==> src/rtl/shm_pkg.sv <==
// Package with the shared types and constants of the shredder motor sequencer.
package shm_pkg;

    localparam int unsigned CountWidth  = 8;
    localparam int unsigned TorqueWidth = 12;
    localparam int unsigned ModeWidth   = 4;
    localparam int unsigned CmdWidth    = 3;
    localparam int unsigned CfgIdxWidth = 3;
    localparam int unsigned CfgDatWidth = 12;
    localparam int unsigned DriveWidth  = 5;

    // Consecutive high interlock ticks tolerated before a trip.
    localparam logic [1:0] InterlockHighs = 2'd3;

    // Bit positions inside the drive level vector.
    localparam int unsigned DrvFeeder = 0;
    localparam int unsigned DrvPicker = 1;
    localparam int unsigned DrvCw     = 2;
    localparam int unsigned DrvCcw    = 3;
    localparam int unsigned DrvRspeed = 4;

    // Bit positions inside mode_bits.
    localparam int unsigned ModeFeederInterval = 0;
    localparam int unsigned ModePickerInterval = 1;
    localparam int unsigned ModeAutoReverse    = 2;
    localparam int unsigned ModeShredderCcw    = 3;

    typedef enum logic [CmdWidth-1:0] {
        CMD_TICK          = 3'd0,
        CMD_FEEDER_START  = 3'd1,
        CMD_FEEDER_STOP   = 3'd2,
        CMD_PICKER_START  = 3'd3,
        CMD_PICKER_STOP   = 3'd4,
        CMD_SHRED_START   = 3'd5,
        CMD_SHRED_STOP    = 3'd6
    } t_cmd;

    typedef enum logic [CfgIdxWidth-1:0] {
        CFG_FEEDER_RUN   = 3'd0,
        CFG_FEEDER_STOP  = 3'd1,
        CFG_PICKER_RUN   = 3'd2,
        CFG_PICKER_STOP  = 3'd3,
        CFG_REVERSE      = 3'd4,
        CFG_REVERSE_WAIT = 3'd5,
        CFG_TORQUE_LIMIT = 3'd6,
        CFG_MODE         = 3'd7
    } t_cfg_idx;

    typedef struct packed {
        logic [CmdWidth-1:0]    command;
        logic                   interlock_level;
        logic [TorqueWidth-1:0] torque_sample;
    } t_in_item;

    typedef struct packed {
        logic feeder_on;
        logic picker_on;
        logic shredder_cw;
        logic shredder_ccw;
        logic reverse_speed;
        logic heartbeat;
        logic interlock_trip;
        logic reverse_pending;
    } t_out_item;

    typedef struct packed {
        logic [CountWidth-1:0]  feeder_run_ticks;
        logic [CountWidth-1:0]  feeder_stop_ticks;
        logic [CountWidth-1:0]  picker_run_ticks;
        logic [CountWidth-1:0]  picker_stop_ticks;
        logic [CountWidth-1:0]  reverse_ticks;
        logic [CountWidth-1:0]  reverse_wait_ticks;
        logic [TorqueWidth-1:0] torque_limit;
        logic [ModeWidth-1:0]   mode_bits;
    } t_cfg;

    typedef struct packed {
        logic                  feeder_started;
        logic                  feeder_phase_on;
        logic [CountWidth-1:0] feeder_count;
        logic                  picker_started;
        logic                  picker_phase_on;
        logic [CountWidth-1:0] picker_count;
        logic                  reverse_waiting;
        logic                  reverse_active;
        logic [CountWidth-1:0] reverse_count;
        logic [1:0]            interlock_count;
        logic [DriveWidth-1:0] drive_levels;
        logic                  heartbeat_level;
    } t_state;

    // State after reset: everything cleared, heartbeat high.
    localparam t_state StateReset = '{heartbeat_level: 1'b1, default: '0};

endpackage

==> src/rtl/shm_cfg_regs.sv <==
// Configuration register file of the shredder motor sequencer.
module shm_cfg_regs (
    input  logic                      i_clk,
    input  logic                      i_rst_n,
    input  logic                      i_wr_en,
    input  logic [shm_pkg::CfgIdxWidth-1:0] i_wr_index,
    input  logic [shm_pkg::CfgDatWidth-1:0] i_wr_data,
    output shm_pkg::t_cfg             o_cfg
);
    import shm_pkg::*;

    t_cfg r_cfg;

    always_ff @(posedge i_clk) begin
        if (!i_rst_n) begin
            r_cfg.feeder_run_ticks   <= 8'd10;
            r_cfg.feeder_stop_ticks  <= 8'd10;
            r_cfg.picker_run_ticks   <= 8'd10;
            r_cfg.picker_stop_ticks  <= 8'd10;
            r_cfg.reverse_ticks      <= 8'd30;
            r_cfg.reverse_wait_ticks <= 8'd20;
            r_cfg.torque_limit       <= 12'd3276;
            r_cfg.mode_bits          <= 4'd0;
        end else if (i_wr_en) begin
            unique case (t_cfg_idx'(i_wr_index))
                CFG_FEEDER_RUN:   r_cfg.feeder_run_ticks   <= i_wr_data[CountWidth-1:0];
                CFG_FEEDER_STOP:  r_cfg.feeder_stop_ticks  <= i_wr_data[CountWidth-1:0];
                CFG_PICKER_RUN:   r_cfg.picker_run_ticks   <= i_wr_data[CountWidth-1:0];
                CFG_PICKER_STOP:  r_cfg.picker_stop_ticks  <= i_wr_data[CountWidth-1:0];
                CFG_REVERSE:      r_cfg.reverse_ticks      <= i_wr_data[CountWidth-1:0];
                CFG_REVERSE_WAIT: r_cfg.reverse_wait_ticks <= i_wr_data[CountWidth-1:0];
                CFG_TORQUE_LIMIT: r_cfg.torque_limit       <= i_wr_data[TorqueWidth-1:0];
                CFG_MODE:         r_cfg.mode_bits          <= i_wr_data[ModeWidth-1:0];
            endcase
        end
    end

    assign o_cfg = r_cfg;

endmodule

==> src/rtl/shm_core.sv <==
// Sequencer state registers and the single-pass update logic for one item.
module shm_core (
    input  logic               i_clk,
    input  logic               i_rst_n,
    input  logic               i_update,
    input  shm_pkg::t_in_item  i_item,
    input  shm_pkg::t_cfg      i_cfg,
    output shm_pkg::t_out_item o_result
);
    import shm_pkg::*;

    t_state r_state;
    t_state n_state;
    logic   trip;

    always_comb begin
        n_state = r_state;
        trip    = 1'b0;
        unique case (i_item.command)
            CMD_TICK: begin
                // Feeder interval phase.
                if (n_state.feeder_started && i_cfg.mode_bits[ModeFeederInterval]) begin
                    if (n_state.feeder_count < (n_state.feeder_phase_on ?
                            i_cfg.feeder_run_ticks : i_cfg.feeder_stop_ticks)) begin
                        n_state.feeder_count = n_state.feeder_count + 8'd1;
                    end else begin
                        n_state.feeder_count = '0;
                        n_state.feeder_phase_on = !n_state.feeder_phase_on;
                        n_state.drive_levels[DrvFeeder] = n_state.feeder_phase_on;
                    end
                end
                // Picker interval phase.
                if (n_state.picker_started && i_cfg.mode_bits[ModePickerInterval]) begin
                    if (n_state.picker_count < (n_state.picker_phase_on ?
                            i_cfg.picker_run_ticks : i_cfg.picker_stop_ticks)) begin
                        n_state.picker_count = n_state.picker_count + 8'd1;
                    end else begin
                        n_state.picker_count = '0;
                        n_state.picker_phase_on = !n_state.picker_phase_on;
                        n_state.drive_levels[DrvPicker] = n_state.picker_phase_on;
                    end
                end
                // The wait and the reverse drive share one counter; a wait that
                // ends starts the drive, which already counts on this tick.
                if (n_state.reverse_waiting) begin
                    if (n_state.reverse_count < i_cfg.reverse_wait_ticks) begin
                        n_state.reverse_count = n_state.reverse_count + 8'd1;
                    end else begin
                        n_state.drive_levels[DrvRspeed] = 1'b1;
                        n_state.drive_levels[DrvCw]     = 1'b1;
                        n_state.reverse_count   = '0;
                        n_state.reverse_waiting = 1'b0;
                        n_state.reverse_active  = 1'b1;
                    end
                end
                if (n_state.reverse_active) begin
                    if (n_state.reverse_count < i_cfg.reverse_ticks) begin
                        n_state.reverse_count = n_state.reverse_count + 8'd1;
                    end else begin
                        n_state.reverse_count = '0;
                        n_state.drive_levels[DrvCw]     = 1'b0;
                        n_state.drive_levels[DrvRspeed] = 1'b0;
                        n_state.reverse_active = 1'b0;
                    end
                end
                // Interlock debounce.
                if (!i_item.interlock_level) begin
                    n_state.interlock_count = '0;
                end else if (n_state.interlock_count < InterlockHighs) begin
                    n_state.interlock_count = n_state.interlock_count + 2'd1;
                end else begin
                    n_state.drive_levels[DrvCw]     = 1'b0;
                    n_state.drive_levels[DrvCcw]    = 1'b0;
                    n_state.drive_levels[DrvFeeder] = 1'b0;
                    n_state.drive_levels[DrvPicker] = 1'b0;
                    n_state.reverse_waiting = 1'b0;
                    n_state.feeder_started  = 1'b0;
                    n_state.picker_started  = 1'b0;
                    n_state.interlock_count = '0;
                    trip = 1'b1;
                end
                n_state.heartbeat_level = !n_state.heartbeat_level;
                // Overload check comes last.
                if (i_cfg.mode_bits[ModeAutoReverse] &&
                        (i_item.torque_sample > i_cfg.torque_limit)) begin
                    n_state.drive_levels[DrvCw]     = 1'b0;
                    n_state.drive_levels[DrvCcw]    = 1'b0;
                    n_state.drive_levels[DrvFeeder] = 1'b0;
                    n_state.drive_levels[DrvPicker] = 1'b0;
                    n_state.reverse_waiting = 1'b1;
                end
            end
            CMD_FEEDER_START: begin
                n_state.drive_levels[DrvFeeder] = 1'b1;
                n_state.feeder_started  = 1'b1;
                n_state.feeder_phase_on = 1'b1;
                n_state.feeder_count    = '0;
            end
            CMD_FEEDER_STOP: begin
                n_state.drive_levels[DrvFeeder] = 1'b0;
                n_state.feeder_started = 1'b0;
                n_state.feeder_count   = '0;
            end
            CMD_PICKER_START: begin
                n_state.drive_levels[DrvPicker] = 1'b1;
                n_state.picker_started  = 1'b1;
                n_state.picker_phase_on = 1'b1;
                n_state.picker_count    = '0;
            end
            CMD_PICKER_STOP: begin
                n_state.drive_levels[DrvPicker] = 1'b0;
                n_state.picker_started = 1'b0;
                n_state.picker_count   = '0;
            end
            CMD_SHRED_START: begin
                n_state.drive_levels[DrvCcw] = i_cfg.mode_bits[ModeShredderCcw];
                n_state.drive_levels[DrvCw]  = !i_cfg.mode_bits[ModeShredderCcw];
            end
            CMD_SHRED_STOP: begin
                n_state.drive_levels[DrvCw]  = 1'b0;
                n_state.drive_levels[DrvCcw] = 1'b0;
            end
            default: begin
                // The unused command code leaves everything as it is.
            end
        endcase
    end

    always_ff @(posedge i_clk) begin
        if (!i_rst_n) begin
            r_state <= StateReset;
        end else if (i_update) begin
            r_state <= n_state;
        end
    end

    assign o_result.feeder_on       = n_state.drive_levels[DrvFeeder];
    assign o_result.picker_on       = n_state.drive_levels[DrvPicker];
    assign o_result.shredder_cw     = n_state.drive_levels[DrvCw];
    assign o_result.shredder_ccw    = n_state.drive_levels[DrvCcw];
    assign o_result.reverse_speed   = n_state.drive_levels[DrvRspeed];
    assign o_result.heartbeat       = n_state.heartbeat_level;
    assign o_result.interlock_trip  = trip;
    assign o_result.reverse_pending = n_state.reverse_waiting;

endmodule

==> src/rtl/shredder_motor_sequencer.sv <==
// Top level of the shredder motor sequencer: input stage, core and result stage.
//
//  Channel   Direction  Handshake                   Payload
//  -------   ---------  --------------------------  ----------------------------
//  in        sink       i_in_valid / o_in_ready     i_in_item  (t_in_item)
//  out       source     o_out_valid / i_out_ready   o_out_item (t_out_item)
//  cfg       sink       i_cfg_valid / o_cfg_ready   i_cfg_index, i_cfg_data
//
// An item's result passes the input register and then the core update logic into
// the result register, from which it transfers; a stalled output holds it there.
// The core state advances when an item moves from the input register to the
// result register, so one item per cycle is sustained while the output side
// keeps taking results.
// Reset (synchronous, active low) empties both stages, loads the register
// defaults and returns the sequencer state to all drives off, heartbeat high.
// When the output stalls, a held result keeps the input register occupied;
// the input channel still takes one transfer into a free input register.
// The configuration port takes a write in every cycle.
module shredder_motor_sequencer (
    input  logic                           i_clk,
    input  logic                           i_rst_n,
    input  logic                           i_in_valid,
    output logic                           o_in_ready,
    input  shm_pkg::t_in_item              i_in_item,
    output logic                           o_out_valid,
    input  logic                           i_out_ready,
    output shm_pkg::t_out_item             o_out_item,
    input  logic                           i_cfg_valid,
    output logic                           o_cfg_ready,
    input  logic [shm_pkg::CfgIdxWidth-1:0] i_cfg_index,
    input  logic [shm_pkg::CfgDatWidth-1:0] i_cfg_data
);
    import shm_pkg::*;

    logic      r_in_valid;
    t_in_item  r_in_item;
    logic      r_out_valid;
    t_out_item r_out_item;

    t_cfg      cfg;
    t_out_item core_result;
    logic      out_free;
    logic      advance;

    // The result register is free when empty or when its result transfers now.
    assign out_free   = !r_out_valid || i_out_ready;
    assign advance    = r_in_valid && out_free;
    assign o_in_ready = !r_in_valid || advance;
    assign o_cfg_ready = 1'b1;

    shm_cfg_regs u_cfg_regs (
        .i_clk      (i_clk),
        .i_rst_n    (i_rst_n),
        .i_wr_en    (i_cfg_valid),
        .i_wr_index (i_cfg_index),
        .i_wr_data  (i_cfg_data),
        .o_cfg      (cfg)
    );

    shm_core u_core (
        .i_clk    (i_clk),
        .i_rst_n  (i_rst_n),
        .i_update (advance),
        .i_item   (r_in_item),
        .i_cfg    (cfg),
        .o_result (core_result)
    );

    // Valid flags of both stages.
    always_ff @(posedge i_clk) begin
        if (!i_rst_n) begin
            r_in_valid  <= 1'b0;
            r_out_valid <= 1'b0;
        end else begin
            if (o_in_ready) begin
                r_in_valid <= i_in_valid;
            end
            if (out_free) begin
                r_out_valid <= r_in_valid;
            end
        end
    end

    // Payload registers carry no reset.
    always_ff @(posedge i_clk) begin
        if (i_in_valid && o_in_ready) begin
            r_in_item <= i_in_item;
        end
        if (advance) begin
            r_out_item <= core_result;
        end
    end

    assign o_out_valid = r_out_valid;
    assign o_out_item  = r_out_item;

endmodule

==> config.mk <==
export PLATFORM = sky130hd
export DESIGN_NAME = shredder_motor_sequencer
export DESIGN_NICKNAME = d
export VERILOG_FILES = /design/src/rtl/shm_pkg.sv /design/src/rtl/shm_cfg_regs.sv /design/src/rtl/shm_core.sv /design/src/rtl/shredder_motor_sequencer.sv
export SDC_FILE = /design/constraint.sdc
export NUM_CORES = 1
export LEC_CHECK = 0
export ABC_AREA = 0
export BUFFER_PORTS_ARGS = -buffer_cell sky130_fd_sc_hd__buf_2
export CAP_MARGIN = 20
export CORE_ASPECT_RATIO = 1.1
export CORE_MARGIN = 2
export CORE_UTILIZATION = 54
export CTS_CLUSTER_DIAMETER = 80
export CTS_CLUSTER_SIZE = 40
export DETAILED_ROUTE_END_ITERATION = 6
export PLACE_DENSITY = 0.73
export SYNTH_ARGS = -nofsm -noshare
export SYNTH_HDL_FRONTEND = slang
export SYNTH_SLANG_ARGS = --single-unit
export TNS_END_PERCENT = 50
==> constraint.sdc <==
create_clock -name i_clk -period 3.7 [get_ports i_clk]
set_clock_uncertainty 0.1 [all_clocks]
set_input_delay 0.185 -clock i_clk [delete_from_list [all_inputs] [get_ports i_clk]]
set_output_delay 0.185 -clock i_clk [all_outputs]
set_load 0.005 [all_outputs]
Yosys cells after proc, flatten, opt, wreduce, memory -nomap -nowiden
Cells that the tools add are included.

cells by class
  bitwise logic cells = 0
  equal/unequal tests = 19
  shifts and indexed selects = 0
  multiply operators = 0
  add/subtract/negate cells = 5
  div/mod/pow operators = 0
  $lt $le $gt $ge = 6
  reduce and logical (&&, ||, !) cells = 39
  mux-type cells = 49

operators by type and width
  cell                                            number
  2-to-1 mux 8 bit                                6
  adder 8 x 1 -> 8 bit (second input constant)    4
  < comparator 8 bit                              4
  case mux 8 bit (2 select lines)                 2
  2-to-1 mux 9 bit                                3
  2-to-1 mux 1 bit                                22
  == test 3 bit (second input constant)           7
  2-to-1 mux 10 bit                               2
  AND reduction 2 bit                             10
  AND reduction 4 bit                             4
  2-to-1 mux 13 bit                               1
  == test 3 x 2 -> 1 bit (second input constant)  4
  greater-than comparator 12 bit                  1
  2-to-1 mux 4 bit                                3
  case mux 1 bit (3 select lines)                 4
  inequality test 2 bit (second input constant)   4
  nonzero test 2 bit                              4
  == test 3 x 1 -> 1 bit (second input constant)  2
  logical NOT 1 bit                               6
  logical NOT 3 bit                               2
  2-to-1 mux 2 bit                                3
  case mux 2 bit (3 select lines)                 1
  AND reduction 3 bit                             2
  nonzero test 3 bit                              2
  7 further kinds                                 15

storage, ports and cells
  word-level logic and storage cells = 151
  flip-flop bits (word level) = 128
  memories = 0
  output and inout port bits = 11
  bits in writable memories = 0
  bits in read-only memories = 0
  latch bits = 0
  input port bits = 36

Logic depth before layout (Yosys ltp)
  word-level depth = 11
  mapped depth = 15
  gate-level depth less buffers = 15

By module
Synthesis repeated with hierarchy kept, for this count alone.

unflattened totals
  cells, all modules = 746
  area, all modules = 6,962.9 um^2

modules (own cells, without submodules)
  module                    cells each  instances  sequential area each (um^2)  area an instance (um^2)
  shm_core                  472         1          760.7                        3,629.7
  shm_cfg_regs              239         1          1,281.2                      2,497.4
  shredder_motor_sequencer  35          1          760.7                        835.8

Worst setup path after synthesis
No wires, ideal clock.

  path kind = reg-to-reg
  from = reg u_core.r_state[9] (netlist name)
  to = reg r_out_item (netlist bit o_out_item[5]) (data pin)
  library setup time = 0.258 ns
  slack = 0.595 ns
  data required time = 3.342 ns
  clock period less this slack = 3.105 ns
  path buffers = 1
  arrival time = 2.747 ns
  stages on the path, launching flop included = 14
  cells stage by stage = dfxtp_1 ha_1 a2111o_1 a32o_1 buf_2 nor2_1 ha_1 nand2_1 o21ai_0 o21bai_1 a21boi_1 nand2_1 a31oi_1 nor2_1

RTL lines
  what                    line                            source
  start, declared         shm_core.sv:12                  t_state r_state;
  start signal, assigned  shm_core.sv:131                 r_state <= StateReset;
  start signal, assigned  shm_core.sv:133                 r_state <= n_state;
  end signal, assigned    shredder_motor_sequencer.sv:90  r_out_item <= core_result;
  end, declared           shredder_motor_sequencer.sv:38  t_out_item r_out_item;

==> results.md <==
- Total power: 3.36 mW
- Row cnt: 42
- Mapped cell area: 6560 µm²
- HP Class: input pin to register
- Crit. Startpoint: u_core.r_state[9]
- Pins Over Slew Limit: 0
- Ys async rst share: 0%
- Required time of the critical path: 3770 ps
- Worst-margin pin slew: 1010 ps
- GP Congestion: 0.969
- Most common cell after layout, fill and taps aside: nand2_1
- CTS Buffer Depth: 2
- Count of port buffers added during placement: 45
- Clock latency on the worst-skew pair: 430 ps
- Final period utilization: 94.0%
- Mapped Cells: 764
- Mapped Nets: 845
- Final instance area: 7740 µm²
- DP Area: 6890 µm²
- Sw Ratio: 24.0%
- Startpoint Class: register
- Dpl hpwl: 11300 µm
- Num CTS Buffers: 17
- # fillers: 978
- Starting Density: 55.0%
- Clk slew on worst S/H paths: 60 ps
- CP endpoint kind: register
- Syn_area_per_cell: 8.58 µm²
- Final cell count without fillers: 992
- Pre-antenna DRT Iters: 5
- Max-cap violations: 0
- Core area: 11900 µm²
- RSZ-0062 raised after global routing: false
- Vias per std cell: 5.78
- Largest net degree at the start of global routing: 56
- Clock power share: 48.7%
- Initial antenna violation count: 0
- Layout cells sized above 1: 11.2%
- Internal power: 2.56 mW
- Via count of the first global-routing pass: 5697
- GRT Resource Usage Total: 27.1%
- Worst-path maximum fanout: 9
- Wire per inst: 16.8 µm
- DIE WIDTH: 109 µm
- Run status: completed
- Total I/O pin count: 47
- Root Driver: clkbuf_16
- Setup TNS: 0 ps
- Critical path class: register to register
- Synth Register Bits: 128
- Fmax: 0.288 GHz
- Ys flop type: dfxtp_1
- Diode count: 0
- First-pass GRT wire length: 27300 µm
- Final WL: 16700 µm
- Initial drt markers: 381
- Seq/Total Area, Yosys: 42.7%
- Worst hold start: i_cfg_data[1]
- CP arrival: 3550 ps
- Post-synth EDFFs: 24
- CTS H-tree lvls: 4
- PD cells: 435 nW/µm²
- Synth unique cells: 66
- Fin crit period: 3480 ps
- Die ar.: 13000 µm²
- Clock sink total: 128
- Net Sw Power: 806 µW
- Final setup violating endpoints: 0
- Post-CTS setup buffers: 0
- Max VDD drop: 347 µV
- Most frequent cells in the layout: 152 x nand2_1, 104 x dfxtp_1, 82 x a21oi_1
- Yosys warnings: 0
- Placed cell count: 935
- Total congestion overflow: 0
- Final ANT Viol Nets: 0
- P&R area growth vs syn: 18.0%
- Comb pwr share: 7.0%
- Die height: 120 µm
- CTS tree: done
- Via count: 5735
- Seq pwr share: 44.3%
- Final net count: 906
- Leak: 3.10 nW
- Reg2Reg Launch Point: u_core.r_state[9]
- Max transition margin: 32.9%
- Fin. Hold Viols: 0
- Drt drc: 0
synth_stat cells (3+ instances only):
| master | number | share of area [%] |
|---|---|---|
| or3_1 | 4 | 0.38 |
| and3_1 | 6 | 0.57 |
| o2bb2ai_1 | 3 | 0.40 |
| o211ai_1 | 14 | 1.6 |
| nor2_1 | 43 | 2.5 |
| dfxtp_1 | 104 | 32 |
| inv_1 | 34 | 1.9 |
| xor2_1 | 13 | 1.7 |
| ha_1 | 45 | 8.6 |
| mux2i_1 | 23 | 3.5 |
| nor2b_1 | 9 | 0.86 |
| a21oi_1 | 82 | 6.3 |
| o31ai_1 | 3 | 0.34 |
| a211oi_1 | 3 | 0.34 |
| o21ai_1 | 4 | 0.31 |
| clkbuf_1 | 30 | 1.7 |
| a21o_1 | 5 | 0.57 |
| nand2b_1 | 12 | 1.1 |
| nor3_1 | 11 | 0.84 |
| and2_1 | 8 | 0.76 |
| o21a_1 | 6 | 0.69 |
| edfxtp_1 | 24 | 11 |
| a21boi_1 | 4 | 0.46 |
| nand3_1 | 24 | 1.8 |
| xnor2_1 | 9 | 1.2 |
| nand2_1 | 152 | 8.7 |
| nand4_1 | 15 | 1.4 |
| o21ai_0 | 22 | 1.7 |
layout make-up:
| class | instances | area, µm² | share of cell area [%] |
|---|---|---|---|
| clock inverters | 11 | 101 | 1.31 |
| multi-input cells | 566 | 3500 | 45.3 |
| clock buffers | 21 | 482 | 6.23 |
| inverters | 36 | 135 | 1.75 |
| flip-flops and latches | 128 | 2800 | 36.2 |
| repair buffers | 76 | 520 | 6.73 |
| well taps | 154 | 193 | 2.49 |
metrics by stage:
step | hold WS, ps | utilization [%] | setup slack (ps)
2_1_floorplan | 184 | - | 595
3_3_place_gp | 262 | 57.7 | 339
3_5_place_dp | 263 | 57.7 | 220
4_1_cts | 1.01 | 64.7 | 177
5_1_grt | 10.5 | 64.9 | 16.5
6_report | 17.0 | 64.9 | 223
final timing paths:
kind | depth (start not counted) | slack (ps) | endpoint
setup / recovery | 12 | 220 | o_out_item[5]
hold / removal | 3 | 20 | u_cfg_regs.o_cfg[5]
setup reg to reg | 12 | 220 | o_out_item[5]
hold reg to reg | 2 | 350 | u_cfg_regs.o_cfg[37]
cell families after synthesis:
logic type	share of synthesized area, %
buf+inv	4.10
other cells	0.0572
flops	42.7
mux	3.68
xor+xnor	2.94
fa+ha+maj	8.58
simple gates	20.8
compound gates	17.2
metal layers:
layer / part of all wire, % / global-route usage (%)
met1: 42 / 32.5
met5: 0 / 0
met3: 5.1 / 6.30
met4: 3.0 / 11.1
met2: 50 / 46.0
critical path, stage by stage (launching register included):
cell	delay [ps]
dfxtp_1	430
ha_1	270
a2111o_1	440
a32o_2	360
nor2_1	250
ha_1	180
nand2_1	50
o21ai_0	250
o21bai_1	220
a21boi_2	250
nand2_1	110
a31oi_1	260
nor2_1	60
registers in the layout, summed over array words and instances, names as in the netlist:
signal / cells
r_in_valid: 1
o_out_valid: 1
o_out_item: 8
u_cfg_regs.o_cfg: 64
r_in_item: 16
u_core.r_state: 38
what timing repair did:
| action | CTS | global route |
|---|---|---|
| setup endpoints to repair | 0 | 4 |
| endpoints found under the hold margin | 36 | 0 |
| hold buffers | 25 | 0 |
| gates resized for setup | 0 | 3 |
power groups by stage:
stage	clock network (mW)	logic [mW]	registers, mW
3_5_place_dp	0	0.209	1.52
4_1_cts	1.65	0.231	1.49
2_1_floorplan	0	0.148	1.50
6_report	1.64	0.235	1.49
3_3_place_gp	0	0.200	1.52
5_1_grt	1.73	0.259	1.50
Power figures use the tool's default switching activity.
